===== src/design/lcbp_pkg.sv =====
`timescale 1ns / 1ps
// Shared constants and types for the light command byte parser.
// No dependencies; imported by every module of the block.
package lcbp_pkg;

	localparam int BYTE_W          = 8;
	localparam int LIGHT_ID_W      = 5;
	localparam int LIGHT_STATE_W   = 3;
	localparam int DELAY_W         = 32;
	localparam int DELAY_BYTES_DEF = 4;

	localparam logic [BYTE_W-1:0] MARKER_BYTE = 8'hFE;
	localparam logic [BYTE_W-1:0] MODE_LIMIT  = 8'd3;

	localparam logic RESULT_LIGHT = 1'b0;
	localparam logic RESULT_PULSE = 1'b1;

	// Per-byte decision from the decoder to the frame buffer and result stage.
	typedef struct packed {
		logic emit_light;
		logic emit_pulse;
		logic wr_en;
	} lcbp_ctl_t;

endpackage


===== src/design/lcbp_decode.sv =====
`timescale 1ns / 1ps
// Mode, marker and frame-count state of the light command byte parser.
// Depends on lcbp_pkg.
module lcbp_decode
	import lcbp_pkg::*;
#(
	parameter int DELAY_BYTES = DELAY_BYTES_DEF,
	parameter int FRAME_LEN   = 1 + 2 * DELAY_BYTES,
	parameter int IDX_W       = $clog2(FRAME_LEN)
) (
	input  logic              clk,
	input  logic              arst_n,
	input  logic              step,
	input  logic [BYTE_W-1:0] byte_in,
	output lcbp_ctl_t         ctl,
	output logic [IDX_W-1:0]  wr_idx
);

	localparam int CNT_W = $clog2(FRAME_LEN + 1);
	localparam logic [CNT_W-1:0] FRAME_LEN_C = CNT_W'(FRAME_LEN);

	typedef enum logic [1:0] {
		MODE_OFF   = 2'd0,
		MODE_LIGHT = 2'd1,
		MODE_PULSE = 2'd2
	} mode_t;

	mode_t             mode_q, mode_d;
	logic              marker_q, marker_d;
	logic [CNT_W-1:0]  count_q, count_d;
	logic [CNT_W-1:0]  count_inc;

	assign wr_idx    = count_q[IDX_W-1:0];
	assign count_inc = count_q + CNT_W'(1);

	always_comb begin
		mode_d   = mode_q;
		marker_d = marker_q;
		count_d  = count_q;
		ctl      = '0;
		if (marker_q && byte_in < MODE_LIMIT) begin
			// valid selector: switch mode and restart the frame
			marker_d = 1'b0;
			mode_d   = mode_t'(byte_in[1:0]);
			count_d  = '0;
		end else if (!marker_q && byte_in == MARKER_BYTE && mode_q != MODE_PULSE) begin
			marker_d = 1'b1;
		end else begin
			marker_d = 1'b0;
			case (mode_q)
				MODE_LIGHT: begin
					ctl.emit_light = step;
				end
				MODE_PULSE: begin
					if (count_q < FRAME_LEN_C) begin
						ctl.wr_en = step;
						count_d   = count_inc;
					end
					if (count_d >= FRAME_LEN_C) begin
						ctl.emit_pulse = step;
						mode_d         = MODE_OFF;
						count_d        = '0;
					end
				end
				default: begin
					// off: drop the byte
				end
			endcase
		end
	end

	always_ff @(posedge clk or negedge arst_n) begin
		if (!arst_n) begin
			mode_q   <= MODE_OFF;
			marker_q <= 1'b0;
			count_q  <= '0;
		end else if (step) begin
			mode_q   <= mode_d;
			marker_q <= marker_d;
			count_q  <= count_d;
		end
	end

	a_one_result: assert property (@(posedge clk) disable iff (!arst_n)
		$onehot0({ctl.emit_light, ctl.emit_pulse}))
		else $error("light and pulse result in the same byte");

	a_pulse_to_off: assert property (@(posedge clk) disable iff (!arst_n)
		ctl.emit_pulse |=> mode_q == MODE_OFF && count_q == '0)
		else $error("block did not return to off after a pulse frame");

	a_no_marker_in_pulse: assert property (@(posedge clk) disable iff (!arst_n)
		marker_q |-> mode_q != MODE_PULSE)
		else $error("marker armed while in pulse mode");

	a_count_bound: assert property (@(posedge clk) disable iff (!arst_n)
		count_q < FRAME_LEN_C)
		else $error("frame count ran past the frame length");

endmodule


===== src/design/lcbp_frame.sv =====
`timescale 1ns / 1ps
// Pulse frame buffer and little-endian delay assembly.
// Depends on lcbp_pkg.
module lcbp_frame
	import lcbp_pkg::*;
#(
	parameter int DELAY_BYTES = DELAY_BYTES_DEF,
	parameter int FRAME_LEN   = 1 + 2 * DELAY_BYTES,
	parameter int IDX_W       = $clog2(FRAME_LEN)
) (
	input  logic                      clk,
	input  lcbp_ctl_t                 ctl,
	input  logic [IDX_W-1:0]          wr_idx,
	input  logic [BYTE_W-1:0]         byte_in,
	output logic [BYTE_W-1:0]         pulse_id,
	output logic signed [DELAY_W-1:0] on_delay,
	output logic signed [DELAY_W-1:0] off_delay
);

	// bytes beyond the fourth fall outside 32 bits
	localparam int NB = (DELAY_BYTES < 4) ? DELAY_BYTES : 4;

	logic [BYTE_W-1:0] bytes_q [FRAME_LEN];
	logic [BYTE_W-1:0] view    [FRAME_LEN];

	always_ff @(posedge clk) begin
		if (ctl.wr_en) begin
			bytes_q[wr_idx] <= byte_in;
		end
	end

	// the closing byte is still in flight: bypass it into the view
	always_comb begin
		for (int i = 0; i < FRAME_LEN; i++) begin
			view[i] = (ctl.wr_en && wr_idx == IDX_W'(i)) ? byte_in : bytes_q[i];
		end
	end

	assign pulse_id = view[0];

	always_comb begin
		logic [DELAY_W-1:0] raw_on;
		logic [DELAY_W-1:0] raw_off;
		raw_on  = '0;
		raw_off = '0;
		for (int i = 0; i < NB; i++) begin
			raw_on[8*i +: 8]  = view[1 + i];
			raw_off[8*i +: 8] = view[1 + DELAY_BYTES + i];
		end
		// sign-extend short delays
		for (int j = 0; j < DELAY_W; j++) begin
			if (j >= 8 * NB) begin
				raw_on[j]  = raw_on[8*NB-1];
				raw_off[j] = raw_off[8*NB-1];
			end
		end
		on_delay  = raw_on;
		off_delay = raw_off;
	end

endmodule


===== src/design/light_command_byte_parser.sv =====
`timescale 1ns / 1ps
// Light command byte parser: decodes a serial command byte stream into light
// updates and pulse configurations. Depends on lcbp_pkg, lcbp_decode, lcbp_frame.
// Results: a byte passes the input register, then the result register; out_stall holds a result.
// Throughput: one byte per cycle unless out_stall holds a result; the input register
// and the result register sit on either side of a single level of decode logic.
// Reset: arst_n clears mode to off, the marker and the frame count at once.
module light_command_byte_parser
	import lcbp_pkg::*;
#(
	parameter int DELAY_BYTES = DELAY_BYTES_DEF
) (
	input  logic                             clk,
	input  logic                             arst_n,
	// request in
	input  logic                             in_valid,
	output logic                             in_stall,
	input  logic [BYTE_W-1:0]                rx_byte,
	// result out
	output logic                             out_valid,
	input  logic                             out_stall,
	output logic                             result_kind,
	output logic [LIGHT_ID_W-1:0]            light_id,
	output logic [LIGHT_STATE_W-1:0]         light_state,
	output logic [BYTE_W-1:0]                pulse_id,
	output logic signed [DELAY_W-1:0]        on_delay,
	output logic signed [DELAY_W-1:0]        off_delay
);

	localparam int FRAME_LEN = 1 + 2 * DELAY_BYTES;
	localparam int IDX_W     = $clog2(FRAME_LEN);

	// input stage
	logic              valid_s1;
	logic [BYTE_W-1:0] rx_s1;

	// result stage
	logic                      valid_s2;
	logic                      kind_s2;
	logic [LIGHT_ID_W-1:0]     light_id_s2;
	logic [LIGHT_STATE_W-1:0]  light_state_s2;
	logic [BYTE_W-1:0]         pulse_id_s2;
	logic [DELAY_W-1:0]        on_delay_s2;
	logic [DELAY_W-1:0]        off_delay_s2;

	logic                      advance;
	logic                      step;
	lcbp_ctl_t                 ctl;
	logic [IDX_W-1:0]          wr_idx;
	logic [BYTE_W-1:0]         frame_pulse_id;
	logic signed [DELAY_W-1:0] frame_on_delay;
	logic signed [DELAY_W-1:0] frame_off_delay;

	// The result register moves when it is empty or being taken; the input
	// register is consumed whenever the result register moves.
	assign advance  = !valid_s2 || !out_stall;
	assign step     = valid_s1 && advance;
	assign in_stall = valid_s1 && !advance;

	always_ff @(posedge clk or negedge arst_n) begin
		if (!arst_n) begin
			valid_s1 <= 1'b0;
		end else if (!in_stall) begin
			valid_s1 <= in_valid;
		end
	end

	// hold the byte while stalled
	always_ff @(posedge clk) begin
		if (in_valid && !in_stall) begin
			rx_s1 <= rx_byte;
		end
	end

	lcbp_decode #(
		.DELAY_BYTES (DELAY_BYTES),
		.FRAME_LEN   (FRAME_LEN),
		.IDX_W       (IDX_W)
	) u_decode (
		.clk     (clk),
		.arst_n  (arst_n),
		.step    (step),
		.byte_in (rx_s1),
		.ctl     (ctl),
		.wr_idx  (wr_idx)
	);

	lcbp_frame #(
		.DELAY_BYTES (DELAY_BYTES),
		.FRAME_LEN   (FRAME_LEN),
		.IDX_W       (IDX_W)
	) u_frame (
		.clk       (clk),
		.ctl       (ctl),
		.wr_idx    (wr_idx),
		.byte_in   (rx_s1),
		.pulse_id  (frame_pulse_id),
		.on_delay  (frame_on_delay),
		.off_delay (frame_off_delay)
	);

	// Advance the result register; a byte without a result leaves it empty.
	always_ff @(posedge clk or negedge arst_n) begin
		if (!arst_n) begin
			valid_s2 <= 1'b0;
		end else if (advance) begin
			valid_s2 <= ctl.emit_light || ctl.emit_pulse;
		end
	end

	always_ff @(posedge clk) begin
		if (advance && (ctl.emit_light || ctl.emit_pulse)) begin
			if (ctl.emit_pulse) begin
				kind_s2        <= RESULT_PULSE;
				light_id_s2    <= '0;
				light_state_s2 <= '0;
				pulse_id_s2    <= frame_pulse_id;
				on_delay_s2    <= frame_on_delay;
				off_delay_s2   <= frame_off_delay;
			end else begin
				kind_s2        <= RESULT_LIGHT;
				light_id_s2    <= rx_s1[BYTE_W-1 -: LIGHT_ID_W];
				light_state_s2 <= rx_s1[LIGHT_STATE_W-1:0];
				pulse_id_s2    <= '0;
				on_delay_s2    <= '0;
				off_delay_s2   <= '0;
			end
		end
	end

	assign out_valid   = valid_s2;
	assign result_kind = kind_s2;
	assign light_id    = light_id_s2;
	assign light_state = light_state_s2;
	assign pulse_id    = pulse_id_s2;
	assign on_delay    = on_delay_s2;
	assign off_delay   = off_delay_s2;

	a_s1_hold: assert property (@(posedge clk) disable iff (!arst_n)
		valid_s1 && !advance |=> valid_s1 && $stable(rx_s1))
		else $error("input stage lost a request while the result stage was full");

	a_result_from_step: assert property (@(posedge clk) disable iff (!arst_n)
		(ctl.emit_light || ctl.emit_pulse) |-> step)
		else $error("result produced without a byte being consumed");

	a_pulse_clean: assert property (@(posedge clk) disable iff (!arst_n)
		out_valid && result_kind == RESULT_PULSE |-> light_id == '0 && light_state == '0)
		else $error("pulse result carries light fields");

	a_light_clean: assert property (@(posedge clk) disable iff (!arst_n)
		out_valid && result_kind == RESULT_LIGHT
			|-> pulse_id == '0 && on_delay == '0 && off_delay == '0)
		else $error("light result carries pulse fields");

endmodule

===== config.mk =====
export PLATFORM = sky130hd
export DESIGN_NAME = light_command_byte_parser
export DESIGN_NICKNAME = d
export VERILOG_FILES = /design/src/design/lcbp_pkg.sv /design/src/design/lcbp_decode.sv /design/src/design/lcbp_frame.sv /design/src/design/light_command_byte_parser.sv
export SDC_FILE = /design/constraint.sdc
export NUM_CORES = 1
export LEC_CHECK = 0
export BUFFER_PORTS_ARGS = -buffer_cell sky130_fd_sc_hd__buf_4
export CORE_MARGIN = 8
export CORE_UTILIZATION = 50
export DETAILED_ROUTE_END_ITERATION = 6
export PLACE_DENSITY_LB_ADDON = 0.1
export RECOVER_POWER = 100
export SLEW_MARGIN = 20
export SYNTH_ARGS = -nofsm -noshare
export SYNTH_HDL_FRONTEND = slang
export SYNTH_SLANG_ARGS = --single-unit

===== constraint.sdc =====
create_clock -name clk -period 9.7 [get_ports clk]
set_input_delay 0.485 -clock clk [delete_from_list [all_inputs] [get_ports clk]]
set_output_delay 0.485 -clock clk [all_outputs]
set_load 0.01 [all_outputs]

==> metrics.log, run 1 <==
INFO  metric violations = max-capacitance violations, max-slew violations
INFO  metric ctsRootBufferMaster = sky130_fd_sc_hd__clkbuf_16
INFO  metric dr.first_iter.drc_count = 348
INFO  metric finished_core_util = around three fifths
INFO  metric first_global_vias = around 3300
INFO  metric end_kind = register
INFO  metric tritoncts = done
INFO  metric wl_per_cell = 18.3 µm
INFO  metric ir_worst_vdd = 0.131 mV
INFO  metric cp.arrival = 4.56 ns
INFO  metric ant_nets = 0
INFO  metric worst_slew_margin_rel = -86.7%
INFO  metric clkLatencyLatePin = 0.41 ns
INFO  metric floorplan.die.width = 128 µm
INFO  metric cell_type_with_the_largest_total_area_after_synthesis = sky130_fd_sc_hd__edfxtp_1
INFO  metric number_of_enable_type_register_cells_in_the_synthesized_netlist = 161
INFO  metric detail_route.wirelength = about 12 mm
INFO  metric syn-instance-count = approximately 360
INFO  metric placed_cells_incl_taps = 610
INFO  metric ys_warn_count = 0
INFO  metric placed_area = 0.00712 mm²
INFO  metric max_clock_freq = 218 MHz
INFO  metric max_cap_viol_count = 2
INFO  metric period_minus_slack = 4.59 ns
INFO  metric clock_sinks = 170
INFO  metric syn_area_cell = 17.6 µm²
INFO  metric cellLeakagePower = 2.47 nW
INFO  metric tritoncts.num_buffers = 17
INFO  metric setup_repair_after_global_routing_missed_its_margin = false
INFO  metric grt_pass1_wl = 18.3 mm
INFO  metric yosysSeqAreaShare = 80.8%
INFO  metric synth.net_count = ~370
INFO  metric dp_slack = 6.61 ns
INFO  metric layout.cells.most_common = sky130_fd_sc_hd__edfxtp_1
INFO  metric run_status = finished, violations left
INFO  metric layout_common_cells = sky130_fd_sc_hd__edfxtp_1, sky130_fd_sc_hd__clkbuf_1, sky130_fd_sc_hd__and2_0, sky130_fd_sc_hd__and2_1, sky130_fd_sc_hd__clkbuf_16
INFO  metric cts.path.max_buffers = 2
INFO  metric nFillCells = 1030
INFO  metric final-max-slew-violation-count = 83
INFO  metric hold_removal_path_class = primary input to register
INFO  metric grt.overflow.total = 0
INFO  metric initial_util = 50.5%
INFO  metric grt_start_max_net_pins = between 60 and 70
INFO  metric power_density = about 260 mW/mm²
INFO  metric tightest_slew = 2.80 ns
INFO  metric post_synth_instance_area = 0.00627 mm²
INFO  metric postLayoutSetupSlackWorst = 5.11 ns
INFO  metric final.period_utilization = 47.3%
INFO  metric cts.clk_slew.worst_paths = 0.06 ns
INFO  metric yosys_register_bits = 170
INFO  metric cts_resized = 0
INFO  metric layout-drive-gt1-share = about 8.7%
INFO  metric die_area = 0.0164 mm²
INFO  metric final-hold-violation-count = 0
INFO  metric drtPass1Iterations = 4
INFO  metric dpl_wire_length = around 7.5 mm
INFO  metric report.power.total = 1.93 mW
INFO  metric layout.nets = 475
INFO  metric crit_path_kind = register to register
INFO  metric port_buffers = 94
INFO  metric synth_cell_types = 41
INFO  metric routed-via-count = 3280
INFO  metric core-area = 0.0124 mm²
INFO  metric fin_setup_tns = 0 ns
INFO  metric detail_route.drc_violations = 0
INFO  metric regArea = 0.00506 mm²
INFO  metric worst_setup_path_start_kind = register
INFO  metric fin_skew = 0.00501 ns
INFO  metric async_reset_ff_share = 5.29%
INFO  metric flow.area_growth_from_synthesis = 17.1%
INFO  metric grt_use_total = approximately 15%
INFO  metric htree_num_levels = 4
INFO  metric num_rows = 41
INFO  metric critPathMaxFanout = 52
INFO  metric critPathRequiredTime = slightly below 10 ns
INFO  metric hold-worst-slack = roughly 0.26 ns
INFO  metric postSynth.topFlopCell = sky130_fd_sc_hd__edfxtp_1
INFO  metric globalplace.congestion = 0.818
INFO  metric stdcell_area = 0.00734 mm²
INFO  metric vias_per_cell = 5.10
INFO  metric grt_antenna_before_repair = 0
INFO  metric synth_top_area_share = 77.2%
INFO  metric timing.final.setup_violations = 0
INFO  metric area_of_combinational_cells_with_multiple_inputs = 0.00106 mm²
INFO  metric final-instance-count-excl-fill = 643
INFO  metric antenna_cells_inserted = 0
INFO  metric synthTopCellsByArea = sky130_fd_sc_hd__edfxtp_1, sky130_fd_sc_hd__and2_1, sky130_fd_sc_hd__dfrtp_1, sky130_fd_sc_hd__nand4_1, sky130_fd_sc_hd__o31ai_1
INFO  metric design.portCount = between 90 and 100
INFO  metric die-height = roughly 130 µm
==> report_power, final <==
group | total (mW) | switching, mW | internal, mW
Combinational | 0.293 | 0.207 | 0.0853
Clock | 0.633 | 0.260 | 0.373
Sequential | 1.00 | 0.0506 | 0.951
==> critical path: stages, from the launching register on <==
cell	delay, ns
sky130_fd_sc_hd__edfxtp_1	0.73
sky130_fd_sc_hd__nor3_1	0.19
sky130_fd_sc_hd__and3_1	0.41
sky130_fd_sc_hd__a211o_1	0.57
sky130_fd_sc_hd__o31ai_1	0.18
sky130_fd_sc_hd__clkbuf_1	2.01
==> kinds of logic after synthesis <==
family,Yosys count,synth area share [%]
multiplexers,3,0.519
AO/OA/AOI/OAI,32,3.69
AND/OR/NAND/NOR,123,12.0
buffers and inverters,23,2.06
adder cells (fa/ha/maj),5,0.998
flip-flops,170,80.8
==> registers in the layout, summed over array words and instances (netlist names) <==
name,flops
u_decode.wr_idx,4
result_kind,1
light_state,3
u_frame.bytes_q,72
on_delay,32
out_valid,1
off_delay,32
u_decode.mode_q,2
light_id,5
pulse_id,8
rx_s1,8
u_decode.marker_q,1
valid_s1,1
==> final cells by class <==
cell class	count	share of cell area, %
sequential	170	69.0
multi-input combinational	163	14.5
clock buffer	17	5.80
timing repair buffer	98	5.61
tap	172	2.93
clock inverter	15	1.79
inverter	8	0.409
==> timing repair <==
item,4_1_cts,5_1_grt
hold buffers,1,0
endpoints found under the hold margin,9,0
setup buffers,0,0
endpoints found under the setup margin,0,0
==> routing by layer <==
metal	track usage, %	up-vias	part of all wire (%)
met4	7.06	0	1.9
met1	19.0	1594	45
met3	4.45	22	5.9
met5	0	-	0
li1	-	1550	-
met2	22.6	114	47
==> cell usage after synthesis, types with 2 or more instances <==
| master | n |
|---|---|
| sky130_fd_sc_hd__nand3_1 | 9 |
| sky130_fd_sc_hd__o31ai_1 | 9 |
| sky130_fd_sc_hd__dfrtp_1 | 9 |
| sky130_fd_sc_hd__mux2_2 | 2 |
| sky130_fd_sc_hd__nor2_1 | 3 |
| sky130_fd_sc_hd__nand3b_1 | 2 |
| sky130_fd_sc_hd__nand4_1 | 11 |
| sky130_fd_sc_hd__o21ai_0 | 3 |
| sky130_fd_sc_hd__nand2b_1 | 2 |
| sky130_fd_sc_hd__and2_1 | 72 |
| sky130_fd_sc_hd__buf_6 | 5 |
| sky130_fd_sc_hd__edfxtp_1 | 161 |
| sky130_fd_sc_hd__buf_2 | 3 |
| sky130_fd_sc_hd__clkbuf_1 | 5 |
| sky130_fd_sc_hd__nand2_1 | 5 |
| sky130_fd_sc_hd__ha_1 | 5 |
| sky130_fd_sc_hd__nor3_1 | 4 |
| sky130_fd_sc_hd__and3_1 | 8 |
| sky130_fd_sc_hd__a21oi_1 | 10 |
| sky130_fd_sc_hd__inv_1 | 7 |
==> final timing paths <==
check | start | end | slack (ns) | cells past startpoint
max | rx_s1[2]$_DFFE_PP_ | off_delay[0]$_SDFFCE_PN0P_ | 5.11 | 5
min | rx_byte[2] | rx_s1[2]$_DFFE_PP_ | 0.26 | 1
max reg2reg | rx_s1[2]$_DFFE_PP_ | off_delay[0]$_SDFFCE_PN0P_ | 5.11 | 5
min reg2reg | u_frame.bytes_q[2][2]$_DFFE_PP_ | on_delay[10]$_SDFFCE_PN0P_ | 0.52 | 1
max in group asynchronous | arst_n | u_decode.wr_idx[2]$_DFFE_PN0P_ | 8.78 | 2
min in group asynchronous | arst_n | u_decode.marker_q$_DFFE_PN0P_ | 0.56 | 2
No activity file was read; power rests on OpenSTA's default activity.
==> inputs of run 2 (changes only) <==
==> constraint.sdc (replaced) <==
create_clock -name clk -period 4.7 [get_ports clk]
set_input_delay 0.235 -clock clk [delete_from_list [all_inputs] [get_ports clk]]
set_output_delay 0.235 -clock clk [all_outputs]
set_load 0.01 [all_outputs]
==> run 2 against run 1 <==
The run still ends with max-capacitance violations, max-slew violations left. Die area did not move. Worst setup slack got worse by 4.0 ns. Final cell count rose by 1.2%. Total power rose by 110%. Clock skew rose by 0.0073 ns. Sequential cell count did not move. Via count barely moved. Global-route usage fell by 0.053 points. Core utilization rose by 1.1 points. Wire length fell by 1.7%. Maximum frequency rose by 27%. Non-clock buffer count rose by 8. Critical endpoint is now on_delay[8]$_SDFFCE_PN0P_. Largest cell class unchanged.
==> metrics.log, run 2 (synthesis results as in run 1) <==
INFO  metric run_status = finished, violations left
INFO  metric violations = max-capacitance violations, max-slew violations
INFO  metric drtPass1Iterations = 4
INFO  metric cts.clk_slew.worst_paths = 0.07 ns
INFO  metric clock_sinks = 170
INFO  metric worst_r2r_path_depth = 5
INFO  metric min_to = valid_s1$_DFFE_PN0N_
INFO  metric critPathRequiredTime = approximately 4.7 ns
INFO  metric grt_antenna_before_repair = 0
INFO  metric cellLeakagePower = 2.53 nW
INFO  metric registers.top_by_ff_count = u_frame.bytes_q
INFO  metric dpl_wire_length = 7.25 mm
INFO  metric routed-via-count = 3278
INFO  metric htree_num_levels = 4
INFO  metric tritoncts = done
INFO  metric design.portCount = 95
INFO  metric flow.area_growth_from_synthesis = 19.3%
INFO  metric period_minus_slack = 3.61 ns
INFO  metric crit_path_kind = register to register
INFO  metric dr.first_iter.drc_count = 213
INFO  metric detail_route.wirelength = ~12 mm
INFO  metric cts_hold_repair.buffers = 9
INFO  metric ctsRootBufferMaster = sky130_fd_sc_hd__clkbuf_16
INFO  metric setup_repair_after_global_routing_missed_its_margin = false
INFO  metric final-max-slew-violation-count = 28
INFO  metric grt_start_max_net_pins = 67
INFO  metric initial_util = 50.5%
INFO  metric grt.overflow.total = 0
INFO  metric vias_per_cell = slightly above 5
INFO  metric grt_pass1_wl = 18.1 mm
INFO  metric min-delay-start = in_valid
INFO  metric core-area = 0.0124 mm²
INFO  metric fin_skew = 0.0123 ns
INFO  metric final-instance-count-excl-fill = around 650
INFO  metric dp_slack = 1.79 ns
INFO  metric max_clock_freq = between 200 and 300 MHz
INFO  metric ir_worst_vdd = 0.262 mV
INFO  metric wl_per_cell = 17.7 µm
INFO  metric cp.arrival = 3.63 ns
INFO  metric critPathMaxFanout = 27
INFO  metric die_area = 0.0164 mm²
INFO  metric layout_common_cells = sky130_fd_sc_hd__edfxtp_1, sky130_fd_sc_hd__clkbuf_1, sky130_fd_sc_hd__and2_0, sky130_fd_sc_hd__and2_1, sky130_fd_sc_hd__clkbuf_16
INFO  metric timing.rr.end = on_delay[8]$_SDFFCE_PN0P_
INFO  metric placed_area = roughly 0.0071 mm²
INFO  metric min_path_cells = 2
INFO  metric worst_slew_margin_rel = -2.06%
INFO  metric layout-drive-gt1-share = 10.2%
INFO  metric rr_startpoint = rx_s1[3]$_DFFE_PP_
INFO  metric ant_nets = 0
INFO  metric largest_reg_flops = roughly 70
INFO  metric end_kind = register
INFO  metric clkLatencyLatePin = around 0.42 ns
INFO  metric max_cap_viol_count = 1
INFO  metric die-height = 128 µm
INFO  metric layout.nets = around 480
INFO  metric report.power.total = 4.03 mW
INFO  metric final.period_utilization = between 70% and 80%
INFO  metric fin_setup_tns = 0 ns
INFO  metric num_rows = 41
INFO  metric antenna_cells_inserted = 0
INFO  metric cts.path.max_buffers = 2
INFO  metric number_of_buffers_inserted_by_post_cts_setup_repair = 0
INFO  metric placed_cells_incl_taps = 610
INFO  metric timing.final.setup_violations = 0
INFO  metric postLayoutSetupSlackWorst = approximately 1.1 ns
INFO  metric tritoncts.num_buffers = 17
INFO  metric worst_setup_path_start_kind = register
INFO  metric globalplace.congestion = 0.821
INFO  metric grt_use_total = 14.7%
INFO  metric tightest_slew = 1.53 ns
INFO  metric layout.cells.most_common = sky130_fd_sc_hd__edfxtp_1
INFO  metric floorplan.die.width = 128 µm
INFO  metric stdcell_area = 0.00747 mm²
INFO  metric final-hold-violation-count = 0
INFO  metric detail_route.drc_violations = 0
INFO  metric port_buffers = 94
INFO  metric power_density = between 500 and 600 mW/mm²
INFO  metric first_global_vias = 3341
INFO  metric hold_removal_path_class = primary input to register
INFO  metric nFillCells = 1031
INFO  metric cts_resized = 0
INFO  metric rrSetupSlack = roughly 1.1 ns
## run 2: cell types whose count changed in the layout (fill, tap and decap cells not counted), sizes merged
cell,before,now
buf,2,3
dlygate4sd3,1,9
clkinvlp,3,2
inv,9,12
clkbuf,112,111
clkinv,9,7
## run 2: worst max path at each step
stage,startpoint,cells past startpoint,endpoint,slack [ns]
finish,rx_s1[3]$_DFFE_PP_,5,on_delay[8]$_SDFFCE_PN0P_,1.09
global route,rx_s1[4]$_DFFE_PP_,5,off_delay[16]$_SDFFCE_PN0P_,0.81
floorplan,rx_s1[2]$_DFFE_PP_,4,light_id[0]$_SDFFCE_PP0P_,1.08
global placement,rx_s1[0]$_DFFE_PP_,5,off_delay[22]$_SDFFCE_PN0P_,1.88
detailed placement,rx_s1[0]$_DFFE_PP_,5,off_delay[19]$_SDFFCE_PN0P_,1.79
CTS,rx_s1[0]$_DFFE_PP_,5,off_delay[20]$_SDFFCE_PN0P_,1.79
## run 2: stage by stage
step	hold WS [ns]	utilization, %
final	0.0118	60.2
after CTS	0.000591	62.9
after detailed placement	0.0698	57.4
after global placement	0.0662	57.4
after floorplan	-0.0606	-
after global routing	0.00396	60.2
## run 2: cell type report
cell class	instances	area [µm²]	share of cell area (%)
Inverter	8	30.0	0.402
Clock buffer	17	425	5.69
Multi-Input combinational cell	163	1080	14.5
Tap cell	172	215	2.88
Clock inverter	15	166	2.23
Sequential cell	170	5060	67.7
Timing Repair Buffer	106	495	6.63
## run 2: worst max-delay path: stages (launching register included)
cell and delay [ns]:
sky130_fd_sc_hd__edfxtp_1 0.79, sky130_fd_sc_hd__nor3_1 0.16, sky130_fd_sc_hd__and3_1 0.39, sky130_fd_sc_hd__a211o_1 0.57, sky130_fd_sc_hd__o31ai_4 0.14, sky130_fd_sc_hd__clkbuf_1 1.13
## run 2: routing by layer
metal  global-route usage [%]  share of wire, %  vias up
met1                     17.7                43     1592
met4                     7.20               1.3        0
li1                         -                 -     1560
met5                        0                 0        -
met3                     4.99               7.2       13
met2                     23.5                48      113
## run 2: power breakdown
| part | internal (mW) | switching (mW) | total (mW) |
|---|---|---|---|
| logic | 0.184 | 0.419 | 0.603 |
| clock network | 0.792 | 0.577 | 1.37 |
| registers | 1.95 | 0.108 | 2.06 |
